===== config.mk =====
export PLATFORM = sky130hd
export DESIGN_NAME = dual_pid_range_heading
export DESIGN_NICKNAME = d
export VERILOG_FILES = /design/src/rtl/dph_pkg.sv /design/src/rtl/dual_pid_range_heading.sv
export SDC_FILE = /design/constraint.sdc
export NUM_CORES = 2
export LEC_CHECK = 0
export BUFFER_PORTS_ARGS = -buffer_cell sky130_fd_sc_hd__buf_4
export CAP_MARGIN = 10
export CORE_MARGIN = 2
export CORE_UTILIZATION = 42
export DETAILED_ROUTE_END_ITERATION = 7
export MAX_ROUTING_LAYER = met4
export SLEW_MARGIN = 30
export SYNTH_ARGS = -nofsm -noshare
export SYNTH_HDL_FRONTEND = slang
export SYNTH_SLANG_ARGS = --single-unit

===== constraint.sdc =====
create_clock -name clk -period 24.4 [get_ports clk]
set_clock_uncertainty 0.05 [all_clocks]
set_input_delay 1.22 -clock clk [delete_from_list [all_inputs] [get_ports clk]]
set_output_delay 1.22 -clock clk [all_outputs]
set_load 0.05 [all_outputs]

===== src/rtl/dph_pkg.sv =====
`default_nettype none
// ----------------------------------------------------------------------------
// dph_pkg
// Types, constants and the sequencer program of the dual-channel PID block.
// ----------------------------------------------------------------------------
package dph_pkg;

    // Fixed field widths
    localparam int HEAD_W   = 16;
    localparam int OUT_W    = 24;
    localparam int GAIN_W   = 16;
    localparam int PERIOD_W = 12;
    localparam int RATE_W   = 10;
    localparam int APB_AW   = 5;
    localparam int APB_DW   = 32;
    localparam int FRAC_W   = 12;

    // Shared multiplier: 16-bit unsigned gain times a 24-bit chunk of a 48-bit operand
    localparam int CHUNK_W  = 24;
    localparam int OPB_W    = 2 * CHUNK_W;
    localparam int MUL_W    = GAIN_W + 1 + CHUNK_W + 1;
    localparam int ACC_W    = 64;
    localparam int SUM_W    = ACC_W - FRAC_W + 2;

    // Program counter
    localparam int PC_W     = 5;
    localparam logic [PC_W-1:0] PC_IDLE = '0;

    // pi and 2*pi in Q3.12
    localparam logic signed [HEAD_W+1:0] PI_Q12     = 18'sd12868;
    localparam logic signed [HEAD_W+1:0] TWO_PI_Q12 = 18'sd25736;

    // Register reset values
    localparam logic [GAIN_W-1:0]   RST_RANGE_KP   = 16'd2048;
    localparam logic [GAIN_W-1:0]   RST_RANGE_KI   = 16'd41;
    localparam logic [GAIN_W-1:0]   RST_RANGE_KD   = 16'd410;
    localparam logic [GAIN_W-1:0]   RST_HEADING_KP = 16'd4096;
    localparam logic [GAIN_W-1:0]   RST_HEADING_KI = 16'd205;
    localparam logic [GAIN_W-1:0]   RST_HEADING_KD = 16'd41;
    localparam logic [PERIOD_W-1:0] RST_PERIOD     = 12'd410;
    localparam logic [RATE_W-1:0]   RST_RATE       = 10'd10;

    typedef enum logic [2:0] {
        REG_RANGE_KP   = 3'd0,
        REG_RANGE_KI   = 3'd1,
        REG_RANGE_KD   = 3'd2,
        REG_HEADING_KP = 3'd3,
        REG_HEADING_KI = 3'd4,
        REG_HEADING_KD = 3'd5,
        REG_PERIOD     = 3'd6,
        REG_RATE       = 3'd7
    } reg_idx_t;

    // Microcode fields
    typedef enum logic [1:0] {SEQ_NEXT, SEQ_WAIT_IN, SEQ_DONE} seq_t;
    typedef enum logic [2:0] {A_KP, A_KI, A_KD, A_PER, A_RATE} asel_t;
    typedef enum logic [1:0] {B_ERR, B_DIFF, B_INT, B_DER} bsel_t;
    typedef enum logic [1:0] {ACC_NONE, ACC_LOAD, ACC_ADDHI} acc_t;
    typedef enum logic [2:0] {
        WB_NONE, WB_INT_R, WB_INT_H, WB_DER, WB_SUM_LD, WB_SUM_ADD, WB_OUT_R
    } wb_t;

    localparam logic CH_R = 1'b0;
    localparam logic CH_H = 1'b1;
    localparam logic LO   = 1'b0;
    localparam logic HI   = 1'b1;

    typedef struct packed {
        seq_t  seq;
        logic  mul_en;
        logic  ch;
        asel_t asel;
        bsel_t bsel;
        logic  hi;
        acc_t  acc;
        wb_t   wb;
    } uword_t;

    function automatic uword_t uw_make(seq_t s, logic m, logic c, asel_t a, bsel_t b,
                                       logic h, acc_t ac, wb_t w);
        return '{s, m, c, a, b, h, ac, w};
    endfunction

    // Each product: low chunk, high chunk; acc load/add one word later; writeback
    // three words after the low chunk.
    function automatic uword_t ucode(input logic [PC_W-1:0] pc);
        uword_t w;
        begin
            case (pc)
                5'd0:  w = uw_make(SEQ_WAIT_IN, 1'b0, CH_R, A_KP,   B_ERR,  LO, ACC_NONE,  WB_NONE);
                // range channel
                5'd1:  w = uw_make(SEQ_NEXT, 1'b1, CH_R, A_PER,  B_ERR,  LO, ACC_NONE,  WB_NONE);
                5'd2:  w = uw_make(SEQ_NEXT, 1'b1, CH_R, A_PER,  B_ERR,  HI, ACC_LOAD,  WB_NONE);
                5'd3:  w = uw_make(SEQ_NEXT, 1'b1, CH_R, A_RATE, B_DIFF, LO, ACC_ADDHI, WB_NONE);
                5'd4:  w = uw_make(SEQ_NEXT, 1'b1, CH_R, A_RATE, B_DIFF, HI, ACC_LOAD,  WB_INT_R);
                5'd5:  w = uw_make(SEQ_NEXT, 1'b1, CH_R, A_KP,   B_ERR,  LO, ACC_ADDHI, WB_NONE);
                5'd6:  w = uw_make(SEQ_NEXT, 1'b1, CH_R, A_KP,   B_ERR,  HI, ACC_LOAD,  WB_DER);
                5'd7:  w = uw_make(SEQ_NEXT, 1'b1, CH_R, A_KI,   B_INT,  LO, ACC_ADDHI, WB_NONE);
                5'd8:  w = uw_make(SEQ_NEXT, 1'b1, CH_R, A_KI,   B_INT,  HI, ACC_LOAD,  WB_SUM_LD);
                5'd9:  w = uw_make(SEQ_NEXT, 1'b1, CH_R, A_KD,   B_DER,  LO, ACC_ADDHI, WB_NONE);
                5'd10: w = uw_make(SEQ_NEXT, 1'b1, CH_R, A_KD,   B_DER,  HI, ACC_LOAD,  WB_SUM_ADD);
                // heading channel
                5'd11: w = uw_make(SEQ_NEXT, 1'b1, CH_H, A_PER,  B_ERR,  LO, ACC_ADDHI, WB_NONE);
                5'd12: w = uw_make(SEQ_NEXT, 1'b1, CH_H, A_PER,  B_ERR,  HI, ACC_LOAD,  WB_SUM_ADD);
                5'd13: w = uw_make(SEQ_NEXT, 1'b1, CH_H, A_RATE, B_DIFF, LO, ACC_ADDHI, WB_OUT_R);
                5'd14: w = uw_make(SEQ_NEXT, 1'b1, CH_H, A_RATE, B_DIFF, HI, ACC_LOAD,  WB_INT_H);
                5'd15: w = uw_make(SEQ_NEXT, 1'b1, CH_H, A_KP,   B_ERR,  LO, ACC_ADDHI, WB_NONE);
                5'd16: w = uw_make(SEQ_NEXT, 1'b1, CH_H, A_KP,   B_ERR,  HI, ACC_LOAD,  WB_DER);
                5'd17: w = uw_make(SEQ_NEXT, 1'b1, CH_H, A_KI,   B_INT,  LO, ACC_ADDHI, WB_NONE);
                5'd18: w = uw_make(SEQ_NEXT, 1'b1, CH_H, A_KI,   B_INT,  HI, ACC_LOAD,  WB_SUM_LD);
                5'd19: w = uw_make(SEQ_NEXT, 1'b1, CH_H, A_KD,   B_DER,  LO, ACC_ADDHI, WB_NONE);
                5'd20: w = uw_make(SEQ_NEXT, 1'b1, CH_H, A_KD,   B_DER,  HI, ACC_LOAD,  WB_SUM_ADD);
                5'd21: w = uw_make(SEQ_NEXT, 1'b0, CH_H, A_KD,   B_DER,  LO, ACC_ADDHI, WB_NONE);
                5'd22: w = uw_make(SEQ_NEXT, 1'b0, CH_H, A_KD,   B_DER,  LO, ACC_NONE,  WB_SUM_ADD);
                5'd23: w = uw_make(SEQ_DONE, 1'b0, CH_H, A_KD,   B_DER,  LO, ACC_NONE,  WB_NONE);
                default: w = uw_make(SEQ_DONE, 1'b0, CH_H, A_KD, B_DER,  LO, ACC_NONE,  WB_NONE);
            endcase
            return w;
        end
    endfunction

endpackage
`default_nettype wire


===== src/rtl/dual_pid_range_heading.sv =====
`default_nettype none
// ----------------------------------------------------------------------------
// dual_pid_range_heading
// Two-channel discrete PID controller: range -> forward velocity,
// heading -> turn rate.
// ----------------------------------------------------------------------------
// Usage:
//   Slave stream (s_*) takes one control tick per item: range error and raw
//   heading error. The heading is wrapped into [-pi, pi) on capture.
//   Master stream (m_*) returns one item per tick: forward velocity and turn
//   rate (saturated Q11.12) in m_tdata, the clip flag in m_tuser.
//   APB port writes/reads the eight gain and timing registers; write only
//   while the block is idle.
// Sequencing:
//   After the accept cycle an item runs through the whole sequencer program;
//   the next item is accepted only once it is done. The pace comes from ten
//   products run through one shared 17x25 multiplier, two passes each (low
//   and high operand chunk), issued every cycle by the microcode table.
// Reset: gains and timing return to their defaults, integrators and previous
//   errors clear, the output register empties.
// Back-pressure: the finished item sits in the output register; the block
//   accepts and computes the next item meanwhile and holds in its last step
//   until the output register frees up.
// ----------------------------------------------------------------------------
module dual_pid_range_heading #(
    parameter int ERROR_WIDTH      = 24,
    parameter int INTEGRATOR_WIDTH = 32
) (
    input  wire logic clk,
    input  wire logic rst_n,
    // slave stream: [ERROR_WIDTH-1:0] range_error, next 16 bits heading_raw
    input  wire logic s_tvalid,
    output logic      s_tready,
    input  wire logic [((ERROR_WIDTH + dph_pkg::HEAD_W + 7) / 8) * 8 - 1:0] s_tdata,
    // master stream: [23:0] forward_velocity, [47:24] turn_rate
    output logic      m_tvalid,
    input  wire logic m_tready,
    output logic [2 * dph_pkg::OUT_W - 1:0] m_tdata,
    // [0] saturated
    output logic [0:0] m_tuser,
    // config port
    input  wire logic psel,
    input  wire logic penable,
    input  wire logic pwrite,
    input  wire logic [dph_pkg::APB_AW-1:0] paddr,
    input  wire logic [dph_pkg::APB_DW-1:0] pwdata,
    output logic [dph_pkg::APB_DW-1:0] prdata,
    output logic      pready
);

    localparam int EW     = ERROR_WIDTH;
    localparam int IW     = INTEGRATOR_WIDTH;
    localparam int HW     = dph_pkg::HEAD_W;
    localparam int OW     = dph_pkg::OUT_W;
    localparam int GW     = dph_pkg::GAIN_W;
    localparam int CW     = dph_pkg::CHUNK_W;
    localparam int OPB_W  = dph_pkg::OPB_W;
    localparam int MUL_W  = dph_pkg::MUL_W;
    localparam int ACC_W  = dph_pkg::ACC_W;
    localparam int SUM_W  = dph_pkg::SUM_W;
    localparam int FW     = dph_pkg::FRAC_W;
    localparam int PC_W   = dph_pkg::PC_W;
    localparam int DER_W  = EW + 1 + dph_pkg::RATE_W;
    localparam int FL_W   = ACC_W - FW;

    localparam logic signed [SUM_W-1:0] I_MAX = signed'(SUM_W'({1'b0, {(IW-1){1'b1}}}));
    localparam logic signed [SUM_W-1:0] I_MIN = -I_MAX - SUM_W'(1);
    localparam logic signed [SUM_W-1:0] O_MAX = signed'(SUM_W'({1'b0, {(OW-1){1'b1}}}));
    localparam logic signed [SUM_W-1:0] O_MIN = -O_MAX - SUM_W'(1);

    // configuration
    logic [GW-1:0]                    range_kp_reg, range_ki_reg, range_kd_reg;
    logic [GW-1:0]                    heading_kp_reg, heading_ki_reg, heading_kd_reg;
    logic [dph_pkg::PERIOD_W-1:0]     period_reg;
    logic [dph_pkg::RATE_W-1:0]       rate_reg;

    // controller state
    logic signed [IW-1:0]  ri_reg, hi_reg;
    logic signed [EW-1:0]  rp_reg;
    logic signed [HW-1:0]  hp_reg;

    // sequencer and output
    logic [PC_W-1:0]       pc_reg, pc_next;
    logic                  m_tvalid_reg;
    logic [2*OW-1:0]       m_tdata_reg;
    logic                  m_tuser_reg;

    // datapath
    logic signed [EW-1:0]    re_reg;
    logic signed [HW-1:0]    he_reg;
    logic signed [MUL_W-1:0] mul_reg;
    logic signed [ACC_W-1:0] acc_reg;
    logic signed [SUM_W-1:0] sum_reg;
    logic signed [DER_W-1:0] d_reg;
    logic signed [OW-1:0]    fv_reg;
    logic                    clip_reg;

    dph_pkg::uword_t         uw;
    logic                    accept_in, out_free, done_fire, cfg_wr;
    logic signed [EW-1:0]    cur_err, cur_prev;
    logic signed [EW:0]      diff;
    logic signed [IW-1:0]    int_src;
    logic signed [OPB_W-1:0] opb;
    logic [GW-1:0]           opa;
    logic signed [CW:0]      chunk;
    logic signed [MUL_W-1:0] mul_next;
    logic signed [FL_W-1:0]  acc_fl;
    logic signed [SUM_W-1:0] int_sum;
    logic signed [IW-1:0]    int_clamped;
    logic                    int_clip;
    logic signed [OW-1:0]    out_clamped;
    logic                    out_clip;
    logic signed [HW-1:0]    hr_in;
    logic signed [HW+1:0]    hw_t, hw_adj;

    // ------------------------------------------------------------------------
    // control word and handshakes
    // ------------------------------------------------------------------------
    assign uw        = dph_pkg::ucode(pc_reg);
    assign s_tready  = (uw.seq == dph_pkg::SEQ_WAIT_IN);
    assign accept_in = s_tvalid && s_tready;
    assign out_free  = !m_tvalid_reg || m_tready;
    assign done_fire = (uw.seq == dph_pkg::SEQ_DONE) && out_free;

    assign m_tvalid = m_tvalid_reg;
    assign m_tdata  = m_tdata_reg;
    assign m_tuser  = m_tuser_reg;
    assign pready   = 1'b1;
    assign cfg_wr   = psel && penable && pwrite;

    always_comb
    begin
        case (uw.seq)
            dph_pkg::SEQ_WAIT_IN: pc_next = accept_in ? pc_reg + PC_W'(1) : pc_reg;
            dph_pkg::SEQ_NEXT:    pc_next = pc_reg + PC_W'(1);
            dph_pkg::SEQ_DONE:    pc_next = out_free ? dph_pkg::PC_IDLE : pc_reg;
            default:              pc_next = dph_pkg::PC_IDLE;
        endcase
    end

    // ------------------------------------------------------------------------
    // heading wrap: one correction either way covers the 16-bit input range
    // ------------------------------------------------------------------------
    always_comb
    begin
        hr_in = signed'(s_tdata[EW + HW - 1:EW]);
        hw_t  = (HW + 2)'(hr_in) + dph_pkg::PI_Q12;
        if (hw_t < 0)
            hw_adj = hw_t + dph_pkg::TWO_PI_Q12;
        else if (hw_t >= dph_pkg::TWO_PI_Q12)
            hw_adj = hw_t - dph_pkg::TWO_PI_Q12;
        else
            hw_adj = hw_t;
    end

    // ------------------------------------------------------------------------
    // operand selection and multiplier
    // ------------------------------------------------------------------------
    assign cur_err  = (uw.ch == dph_pkg::CH_H) ? EW'(he_reg) : re_reg;
    assign cur_prev = (uw.ch == dph_pkg::CH_H) ? EW'(hp_reg) : rp_reg;
    assign diff     = (EW + 1)'(cur_err) - (EW + 1)'(cur_prev);

    always_comb
    begin
        case (uw.bsel)
            dph_pkg::B_ERR:  opb = OPB_W'(cur_err);
            dph_pkg::B_DIFF: opb = OPB_W'(diff);
            dph_pkg::B_INT:  opb = (uw.ch == dph_pkg::CH_H) ? OPB_W'(hi_reg) : OPB_W'(ri_reg);
            dph_pkg::B_DER:  opb = OPB_W'(d_reg);
            default:         opb = '0;
        endcase
    end

    always_comb
    begin
        case (uw.asel)
            dph_pkg::A_KP:   opa = (uw.ch == dph_pkg::CH_H) ? heading_kp_reg : range_kp_reg;
            dph_pkg::A_KI:   opa = (uw.ch == dph_pkg::CH_H) ? heading_ki_reg : range_ki_reg;
            dph_pkg::A_KD:   opa = (uw.ch == dph_pkg::CH_H) ? heading_kd_reg : range_kd_reg;
            dph_pkg::A_PER:  opa = GW'(period_reg);
            dph_pkg::A_RATE: opa = GW'(rate_reg);
            default:         opa = '0;
        endcase
    end

    // low chunk is unsigned, high chunk carries the sign
    assign chunk    = (uw.hi == dph_pkg::HI) ? (CW + 1)'(signed'(opb[OPB_W-1:CW]))
                                             : signed'({1'b0, opb[CW-1:0]});
    assign mul_next = signed'({1'b0, opa}) * chunk;

    // floor division by 4096
    assign acc_fl   = acc_reg[ACC_W-1:FW];

    // ------------------------------------------------------------------------
    // saturation
    // ------------------------------------------------------------------------
    assign int_src = (uw.wb == dph_pkg::WB_INT_H) ? hi_reg : ri_reg;
    assign int_sum = SUM_W'(int_src) + SUM_W'(acc_fl);

    always_comb
    begin
        int_clip = 1'b1;
        if (int_sum > I_MAX)
            int_clamped = I_MAX[IW-1:0];
        else if (int_sum < I_MIN)
            int_clamped = I_MIN[IW-1:0];
        else
        begin
            int_clamped = int_sum[IW-1:0];
            int_clip    = 1'b0;
        end
    end

    always_comb
    begin
        out_clip = 1'b1;
        if (sum_reg > O_MAX)
            out_clamped = O_MAX[OW-1:0];
        else if (sum_reg < O_MIN)
            out_clamped = O_MIN[OW-1:0];
        else
        begin
            out_clamped = sum_reg[OW-1:0];
            out_clip    = 1'b0;
        end
    end

    // ------------------------------------------------------------------------
    // sequencer and output register
    // ------------------------------------------------------------------------
    always_ff @(posedge clk or negedge rst_n)
    begin
        if (!rst_n)
        begin
            pc_reg       <= dph_pkg::PC_IDLE;
            m_tvalid_reg <= 1'b0;
        end
        else
        begin
            pc_reg <= pc_next;
            if (done_fire)
                m_tvalid_reg <= 1'b1;
            else if (m_tready)
                m_tvalid_reg <= 1'b0;
        end
    end

    always_ff @(posedge clk)
    begin
        if (done_fire)
        begin
            m_tdata_reg <= {out_clamped, fv_reg};
            m_tuser_reg <= clip_reg | out_clip;
        end
    end

    // ------------------------------------------------------------------------
    // controller state: integrators and previous errors
    // ------------------------------------------------------------------------
    always_ff @(posedge clk or negedge rst_n)
    begin
        if (!rst_n)
        begin
            ri_reg <= '0;
            hi_reg <= '0;
            rp_reg <= '0;
            hp_reg <= '0;
        end
        else
        begin
            if (uw.wb == dph_pkg::WB_INT_R)
                ri_reg <= int_clamped;
            if (uw.wb == dph_pkg::WB_INT_H)
                hi_reg <= int_clamped;
            if (done_fire)
            begin
                rp_reg <= re_reg;
                hp_reg <= he_reg;
            end
        end
    end

    // ------------------------------------------------------------------------
    // datapath registers
    // ------------------------------------------------------------------------
    always_ff @(posedge clk)
    begin
        if (accept_in)
        begin
            re_reg   <= signed'(s_tdata[EW-1:0]);
            he_reg   <= HW'(hw_adj - dph_pkg::PI_Q12);
            clip_reg <= 1'b0;
        end
        else if (uw.wb == dph_pkg::WB_INT_R || uw.wb == dph_pkg::WB_INT_H)
            clip_reg <= clip_reg | int_clip;
        else if (uw.wb == dph_pkg::WB_OUT_R)
            clip_reg <= clip_reg | out_clip;

        if (uw.mul_en)
            mul_reg <= mul_next;

        case (uw.acc)
            dph_pkg::ACC_LOAD:  acc_reg <= ACC_W'(mul_reg);
            dph_pkg::ACC_ADDHI: acc_reg <= acc_reg + {mul_reg[ACC_W-CW-1:0], CW'(0)};
            default:            acc_reg <= acc_reg;
        endcase

        case (uw.wb)
            dph_pkg::WB_DER:     d_reg   <= acc_reg[DER_W-1:0];
            dph_pkg::WB_SUM_LD:  sum_reg <= SUM_W'(acc_fl);
            dph_pkg::WB_SUM_ADD: sum_reg <= sum_reg + SUM_W'(acc_fl);
            dph_pkg::WB_OUT_R:   fv_reg  <= out_clamped;
            default:             ;
        endcase
    end

    // ------------------------------------------------------------------------
    // configuration registers
    // ------------------------------------------------------------------------
    always_ff @(posedge clk or negedge rst_n)
    begin
        if (!rst_n)
        begin
            range_kp_reg   <= dph_pkg::RST_RANGE_KP;
            range_ki_reg   <= dph_pkg::RST_RANGE_KI;
            range_kd_reg   <= dph_pkg::RST_RANGE_KD;
            heading_kp_reg <= dph_pkg::RST_HEADING_KP;
            heading_ki_reg <= dph_pkg::RST_HEADING_KI;
            heading_kd_reg <= dph_pkg::RST_HEADING_KD;
            period_reg     <= dph_pkg::RST_PERIOD;
            rate_reg       <= dph_pkg::RST_RATE;
        end
        else if (cfg_wr)
        begin
            case (dph_pkg::reg_idx_t'(paddr[4:2]))
                dph_pkg::REG_RANGE_KP:   range_kp_reg   <= pwdata[GW-1:0];
                dph_pkg::REG_RANGE_KI:   range_ki_reg   <= pwdata[GW-1:0];
                dph_pkg::REG_RANGE_KD:   range_kd_reg   <= pwdata[GW-1:0];
                dph_pkg::REG_HEADING_KP: heading_kp_reg <= pwdata[GW-1:0];
                dph_pkg::REG_HEADING_KI: heading_ki_reg <= pwdata[GW-1:0];
                dph_pkg::REG_HEADING_KD: heading_kd_reg <= pwdata[GW-1:0];
                dph_pkg::REG_PERIOD:     period_reg     <= pwdata[dph_pkg::PERIOD_W-1:0];
                dph_pkg::REG_RATE:       rate_reg       <= pwdata[dph_pkg::RATE_W-1:0];
                default:                 ;
            endcase
        end
    end

    always_comb
    begin
        case (dph_pkg::reg_idx_t'(paddr[4:2]))
            dph_pkg::REG_RANGE_KP:   prdata = dph_pkg::APB_DW'(range_kp_reg);
            dph_pkg::REG_RANGE_KI:   prdata = dph_pkg::APB_DW'(range_ki_reg);
            dph_pkg::REG_RANGE_KD:   prdata = dph_pkg::APB_DW'(range_kd_reg);
            dph_pkg::REG_HEADING_KP: prdata = dph_pkg::APB_DW'(heading_kp_reg);
            dph_pkg::REG_HEADING_KI: prdata = dph_pkg::APB_DW'(heading_ki_reg);
            dph_pkg::REG_HEADING_KD: prdata = dph_pkg::APB_DW'(heading_kd_reg);
            dph_pkg::REG_PERIOD:     prdata = dph_pkg::APB_DW'(period_reg);
            dph_pkg::REG_RATE:       prdata = dph_pkg::APB_DW'(rate_reg);
            default:                 prdata = '0;
        endcase
    end

endmodule
`default_nettype wire


-- Word level (Yosys, flattened, before mapping)
Memories as Yosys holds them, arrays and structs flattened.
Index checks and enable logic that the tools add are counted.
- reductions and logical operators: 24
- add/sub/neg operators: 9
- multiply operators: 1
- multiplexer cells: 30
- divide/modulo/power cells: 0
- bitwise gates (word level): 2
- equal/unequal tests: 26
- $lt $le $gt $ge: 6
- shifts and indexed selects: 0
- operator list (operator ; number):
    $pmux W32 S8 ; 1
    $pmux W48 S4 ; 1
    $pmux W64 S2 ; 1
    $pmux W54 S2 ; 1
    $mux W24 ; 4
    $mux W32 ; 3
    $mux W16 ; 5
    $pmux W16 S5 ; 1
    $add A64 B64 Y64 ; 1
    $add A54 B52 Y54 ; 1
    $gt A54 B24 Y1 const B ; 1
    $lt A54 B24 Y1 const B ; 1
    $add A32 B52 Y53 ; 1
    $gt A53 B32 Y1 const B ; 1
    $lt A53 B32 Y1 const B ; 1
    $mux W48 ; 1
    $mul A17 B25 Y42 ; 1
    $mux W25 ; 1
    $sub A24 B24 Y25 ; 1
    $eq A3 B3 Y1 const B ; 8
    $eq A3 B2 Y1 const B ; 6
    $reduce_and A2 Y1 ; 9
    $add A16 B15 Y17 const B ; 1
    $ge A17 B16 Y1 const B ; 1
    20 further kinds ; 45
- ROM bits: 480
- input port bits: 84
- logic and storage cells: 123
- memories kept: 1
- register bits: 537
- bits in latches: 0
- bits in writable memories: 0
- output and inout bits: 84
- memories (memory ; depth ; bits a word ; read ports ; clocked after Yosys merged registers in ; write ports ; line ; text):
    (no name shown) ; 32 ; 15 ; 1 ; 0 ; 0 ; dph_pkg.sv:89 ; case (pc)

-- Logic depth before layout (Yosys ltp)
An unclocked memory read counts as a cell.
- depth in word-level cells: 9
- depth in mapped cells: 52

-- Worst setup path before layout
OpenSTA, ideal clock, no wires.
- path kind: flip-flop to flip-flop
- start: register pc_reg[0]
- end: register mul_reg[40], data pin
- clock period less this slack: 12.233 ns
- arrival time: 11.925 ns
- cell stages (with the launch flop): 48
- required time: 24.092 ns
- slack: 12.167 ns
- path through: dfrtp_1 > ha_1 > inv_1 > ha_1 > inv_1 > a21oi_1 > clkbuf_1 > clkbuf_1 > buf_1 > clkbuf_1 > mux2i_1 > fa_1 > a21o_1 > nand4_1 > nand3_1 > a41oi_1 > o31ai_1 > a21oi_1 > [12 not listed] > fa_1 > fa_1 > inv_1 > fa_1 > inv_1 > ha_1 > and3_1 > and3_1 > o311ai_0 > a211oi_1 > o41ai_1 > o21ai_0 > a311o_1 > a21o_1 > a211oi_1 > o21bai_1 > a21oi_1 > xnor2_1
- word-level cells in the longest chain between the ends: 6
- elaborated cells on any way between the ends: 21
- RTL lines (element ; line ; text):
    from (decl) ; dual_pid_range_heading.sv:83 ; logic [PC_W-1:0] pc_reg, pc_next;
    from (signal assigned) ; dual_pid_range_heading.sv:235 ; pc_reg <= dph_pkg::PC_IDLE;
    from (signal assigned) ; dual_pid_range_heading.sv:240 ; pc_reg <= pc_next;
    $mem_v2 Z32 W15 (*) ; n/a ;
    $mux W24 (on tied branches) ; dual_pid_range_heading.sv:159, dual_pid_range_heading.sv:160 ;
    $sub A24 B24 Y25 ; dual_pid_range_heading.sv:161 ; assign diff = (EW + 1)'(cur_err) - (EW + 1)'(cur_prev);
    $pmux W48 S4 ; dual_pid_range_heading.sv:165 ; case (uw.bsel)
    $mux W25 ; dual_pid_range_heading.sv:187 ; assign chunk = (uw.hi == dph_pkg::HI) ? (CW + 1)'(signed'(opb[OPB_W-1:CW]))
    $mul A17 B25 Y42 (*) ; dual_pid_range_heading.sv:189 ; assign mul_next = signed'({1'b0, opa}) * chunk;
    net mul_next[40] ; dual_pid_range_heading.sv:106 ; logic signed [MUL_W-1:0] mul_next;
    to (signal assigned) ; dual_pid_range_heading.sv:300 ; mul_reg <= mul_next;
    to (decl) ; dual_pid_range_heading.sv:91 ; logic signed [MUL_W-1:0] mul_reg;
Mark *: on every way through the listed nets, which the timed path passes. The rest lies on a longest branch.
A chain may end at the register's enable or synchronous reset.

-- Worst setup path after layout
Ends and elaborated chain as after synthesis.

==> results.md <==
* Slowest cell on crit path: sky130_fd_sc_hd__a21o_1
* CTS tree: built
* Clock latency reported for the late side of the worst-skew pair at 0.66 ns
* Post-cts resize count at 0
* Crit-path most repeated cell: sky130_fd_sc_hd__fa_1
* Crit share post-route at 0.555
* Number of max-cap violations at 0
* Std-Cell Core Area at 0.118 mm2
* Detailed-route DRC error count at 0
* Final total negative setup slack at 0 ns
* Clock-pin slew reported for the worst setup and hold paths after clock tree synthesis at 0.07 ns
* Quantity of I/O buffers inserted on ports at 132
* Number of I/O pins at 168
* Post-CTS setup buffer count at 0
* RSZ-0062 raised after global routing: false
* Kind of critical path: flop to flop
* Via count of the first global-routing pass at 39400
* Layout cell share with drive strength beyond 1 at 0.126
* Crit path largest cell delay at 0.80 ns
* Gp weighted congestion at 0.936
* Antenna diode count at 0
* Number of placed instances with taps included at 6760
* Initial antenna violation count at 2
* Aggregate routed wire length at 151000 um
* Cell Rows at 126
* Die Span X at 348 um
* Placement-stage worst setup slack at 11.08 ns
* Post-Syn Area at 0.0496 mm2
* Wire per inst at 21.9 um
* Drt via density at 5.76
* Share of synthesized flip-flops with an asynchronous set or reset at 0.425
* Wire length of the first global-routing pass at 235000 um
* Crit end category: flop
* Worst setup margin at 10.85 ns
* Number of flip-flops in the largest register at 64
* Setup-violating endpoint count in the final report at 0
* Max transition margin at 0.304
* Required time at the worst-slack endpoint at 24.73 ns
* Worst hold path class: flop to flop
* Synth top area share at 0.186
* Slew at the pin closest to its max-slew limit at 1.03 ns
* Effective utilization at floorplan at 0.422
* Drt first-iter violations at 3441
* Area added between synthesis and finish at 9.50%
* Number of max-slew violations in the final report at 0
* Top cells by area, synth: sky130_fd_sc_hd__edfxtp_1 (19%), sky130_fd_sc_hd__fa_1 (16%), sky130_fd_sc_hd__dfrtp_1 (10%)
* Library cell used as clock root buffer: sky130_fd_sc_hd__clkbuf_16
* Biggest fanout along the worst timing path at 53
* Vert. Die Dim at 348 um
* Number of hold violations in the final report at 0
* Pin count of the biggest net entering global routing at 100
* Post-route worst hold slack at 0.344 ns
* Mapped Cells at 5268
* Bufs on Longest Clock Path at 3
* Fraction of the yosys area taken by sequential cells at 0.302
* Synthesis-stage register bit count at 537
* Number of flops mapped to enable cells by yosys at 308
* Hold_buf cts at 0
* Clock Sinks at 537
* Total routing resource utilization after global routing at 0.257
* Number of CTS-inserted buffers at 56
* Count of nets after finishing at 6045
* Remaining global-route overflow at 0
* Layout Cells excl Fill at 6866
* Remaining antenna violation count after routing at 0
* Die Area at 0.121 mm2
* Number of H-tree levels at 2
* Cell type contributing the most total cell area after synthesis: sky130_fd_sc_hd__edfxtp_1
* Detailed-router iteration count before antenna repair at 6
* Worst-case register-to-register setup slack at 10.85 ns
* Outcome: completed
* Synth unique cells at 100
* Element type at the critical path start: flop
* Time the final worst path needs with I/O delays and setup at 13.55 ns
* Number of warnings printed during yosys synthesis at 0
* DP HPWL at 112000 um
* F_max at 73.8 MHz
* Prevailing post-synth register cell: sky130_fd_sc_hd__edfxtp_1
* Arrival time at the worst endpoint at 13.89 ns
* Vias after detailed routing at 39600
* Post-Synthesis Mean Instance Area at 9.42 um2
[per-layer routing]
metal | GRT usage | vias up | share of wire
li1 | - | 18300 | -
met1 | 0.352 | 19700 | 0.45
met2 | 0.402 | 1326 | 0.46
met3 | 0.0268 | 263 | 0.062
met4 | 0.0796 | 0 | 0.033
met5 | - | - | 0
[worst paths after layout]
| check | startpoint | to | depth (start not counted) |
|---|---|---|---|
| max reg2reg | pc_reg[0]$_DFFE_PN0P_ | mul_reg[40]$_DFFE_PP_ | 45 |
| min reg2reg | fv_reg[2]$_DFFE_PP_ | m_tdata[2]$_DFFE_PP_ | 0 |
| max in group asynchronous | rst_n | m_tvalid$_DFFE_PN0P_ | 2 |
| max | pc_reg[0]$_DFFE_PN0P_ | mul_reg[40]$_DFFE_PP_ | 45 |
| min in group asynchronous | rst_n | hp_reg[2]$_DFFE_PN0P_ | 1 |
| min | fv_reg[2]$_DFFE_PP_ | m_tdata[2]$_DFFE_PP_ | 0 |
[cell usage after synthesis, types with 23 or more instances]
| cell | number |
|---|---|
| sky130_fd_sc_hd__a211oi_1 | 43 |
| sky130_fd_sc_hd__a21o_1 | 109 |
| sky130_fd_sc_hd__a21oi_1 | 313 |
| sky130_fd_sc_hd__a221oi_1 | 23 |
| sky130_fd_sc_hd__a22o_1 | 23 |
| sky130_fd_sc_hd__a311oi_1 | 76 |
| sky130_fd_sc_hd__a31oi_1 | 43 |
| sky130_fd_sc_hd__and2_1 | 31 |
| sky130_fd_sc_hd__and3_1 | 46 |
| sky130_fd_sc_hd__buf_1 | 24 |
| sky130_fd_sc_hd__clkbuf_1 | 208 |
| sky130_fd_sc_hd__dfrtp_1 | 203 |
| sky130_fd_sc_hd__dfstp_2 | 25 |
| sky130_fd_sc_hd__edfxtp_1 | 308 |
| sky130_fd_sc_hd__fa_1 | 395 |
| sky130_fd_sc_hd__ha_1 | 284 |
| sky130_fd_sc_hd__inv_1 | 540 |
| sky130_fd_sc_hd__mux2_2 | 224 |
| sky130_fd_sc_hd__mux2i_1 | 45 |
| sky130_fd_sc_hd__nand2_1 | 653 |
| sky130_fd_sc_hd__nand2b_1 | 56 |
| sky130_fd_sc_hd__nand3_1 | 92 |
| sky130_fd_sc_hd__nand4_1 | 55 |
| sky130_fd_sc_hd__nor2_1 | 373 |
| sky130_fd_sc_hd__nor2b_1 | 94 |
| sky130_fd_sc_hd__nor3_1 | 72 |
| sky130_fd_sc_hd__o211ai_1 | 26 |
| sky130_fd_sc_hd__o21a_1 | 50 |
| sky130_fd_sc_hd__o21ai_0 | 230 |
| sky130_fd_sc_hd__o21bai_1 | 28 |
| sky130_fd_sc_hd__xnor2_1 | 129 |
| sky130_fd_sc_hd__xor2_1 | 77 |
[placed cells by master, fill, tap and decap left out, types with 203 or more instances in the layout]
cell type,netlist,layout
sky130_fd_sc_hd__fa_1,395,395
sky130_fd_sc_hd__inv_1,540,540
sky130_fd_sc_hd__ha_1,284,282
sky130_fd_sc_hd__edfxtp_1,308,308
sky130_fd_sc_hd__o21ai_0,230,229
sky130_fd_sc_hd__mux2_2,224,224
sky130_fd_sc_hd__nand2_1,653,652
sky130_fd_sc_hd__dfrtp_1,203,203
sky130_fd_sc_hd__nor2_1,373,365
sky130_fd_sc_hd__buf_4,17,214
sky130_fd_sc_hd__a21oi_1,313,307
[critical path: cells and delay by family (launching register included)]
kind,cells,cell delay (ns)
buffers and inverters,8,1.42
AND/OR/NAND/NOR,4,0.49
flip-flops,1,0.48
multiplexers,1,0.60
XOR/XNOR,1,0.10
adder cells (fa/ha/maj),11,4.62
AO/OA/AOI/OAI,20,5.47
[kinds of logic after synthesis]
group,Yosys count,share of synthesized area
AO/OA/AOI/OAI,1166,0.155
flip-flops,537,0.302
adder cells (fa/ha/maj),679,0.231
multiplexers,277,0.0636
buffers and inverters,820,0.0653
other,2,0.000151
AND/OR/NAND/NOR,1581,0.146
XOR/XNOR,206,0.0364
[cell type report]
type                    instances  area, um2
multi-input cells            3926      31700
clock buffers                  74       1560
repair buffers                220       1690
inverters                     541       2030
well taps                    1536       1920
clock inverters                32        369
fillers                     11200      63300
flip-flops and latches        537      15000
[stage by stage]
| stage | util | instance area [um2] |
|---|---|---|
| 2_1_floorplan | - | 49700 |
| 3_3_place_gp | 0.445 | 52300 |
| 3_5_place_dp | 0.445 | 52400 |
| 4_1_cts | 0.462 | 54300 |
| 5_1_grt | 0.462 | 54300 |
| 6_report | 0.462 | 54300 |
Power is not shown: default switching activity piles up to over one toggle a cycle in this logic, so the estimate is an artifact.
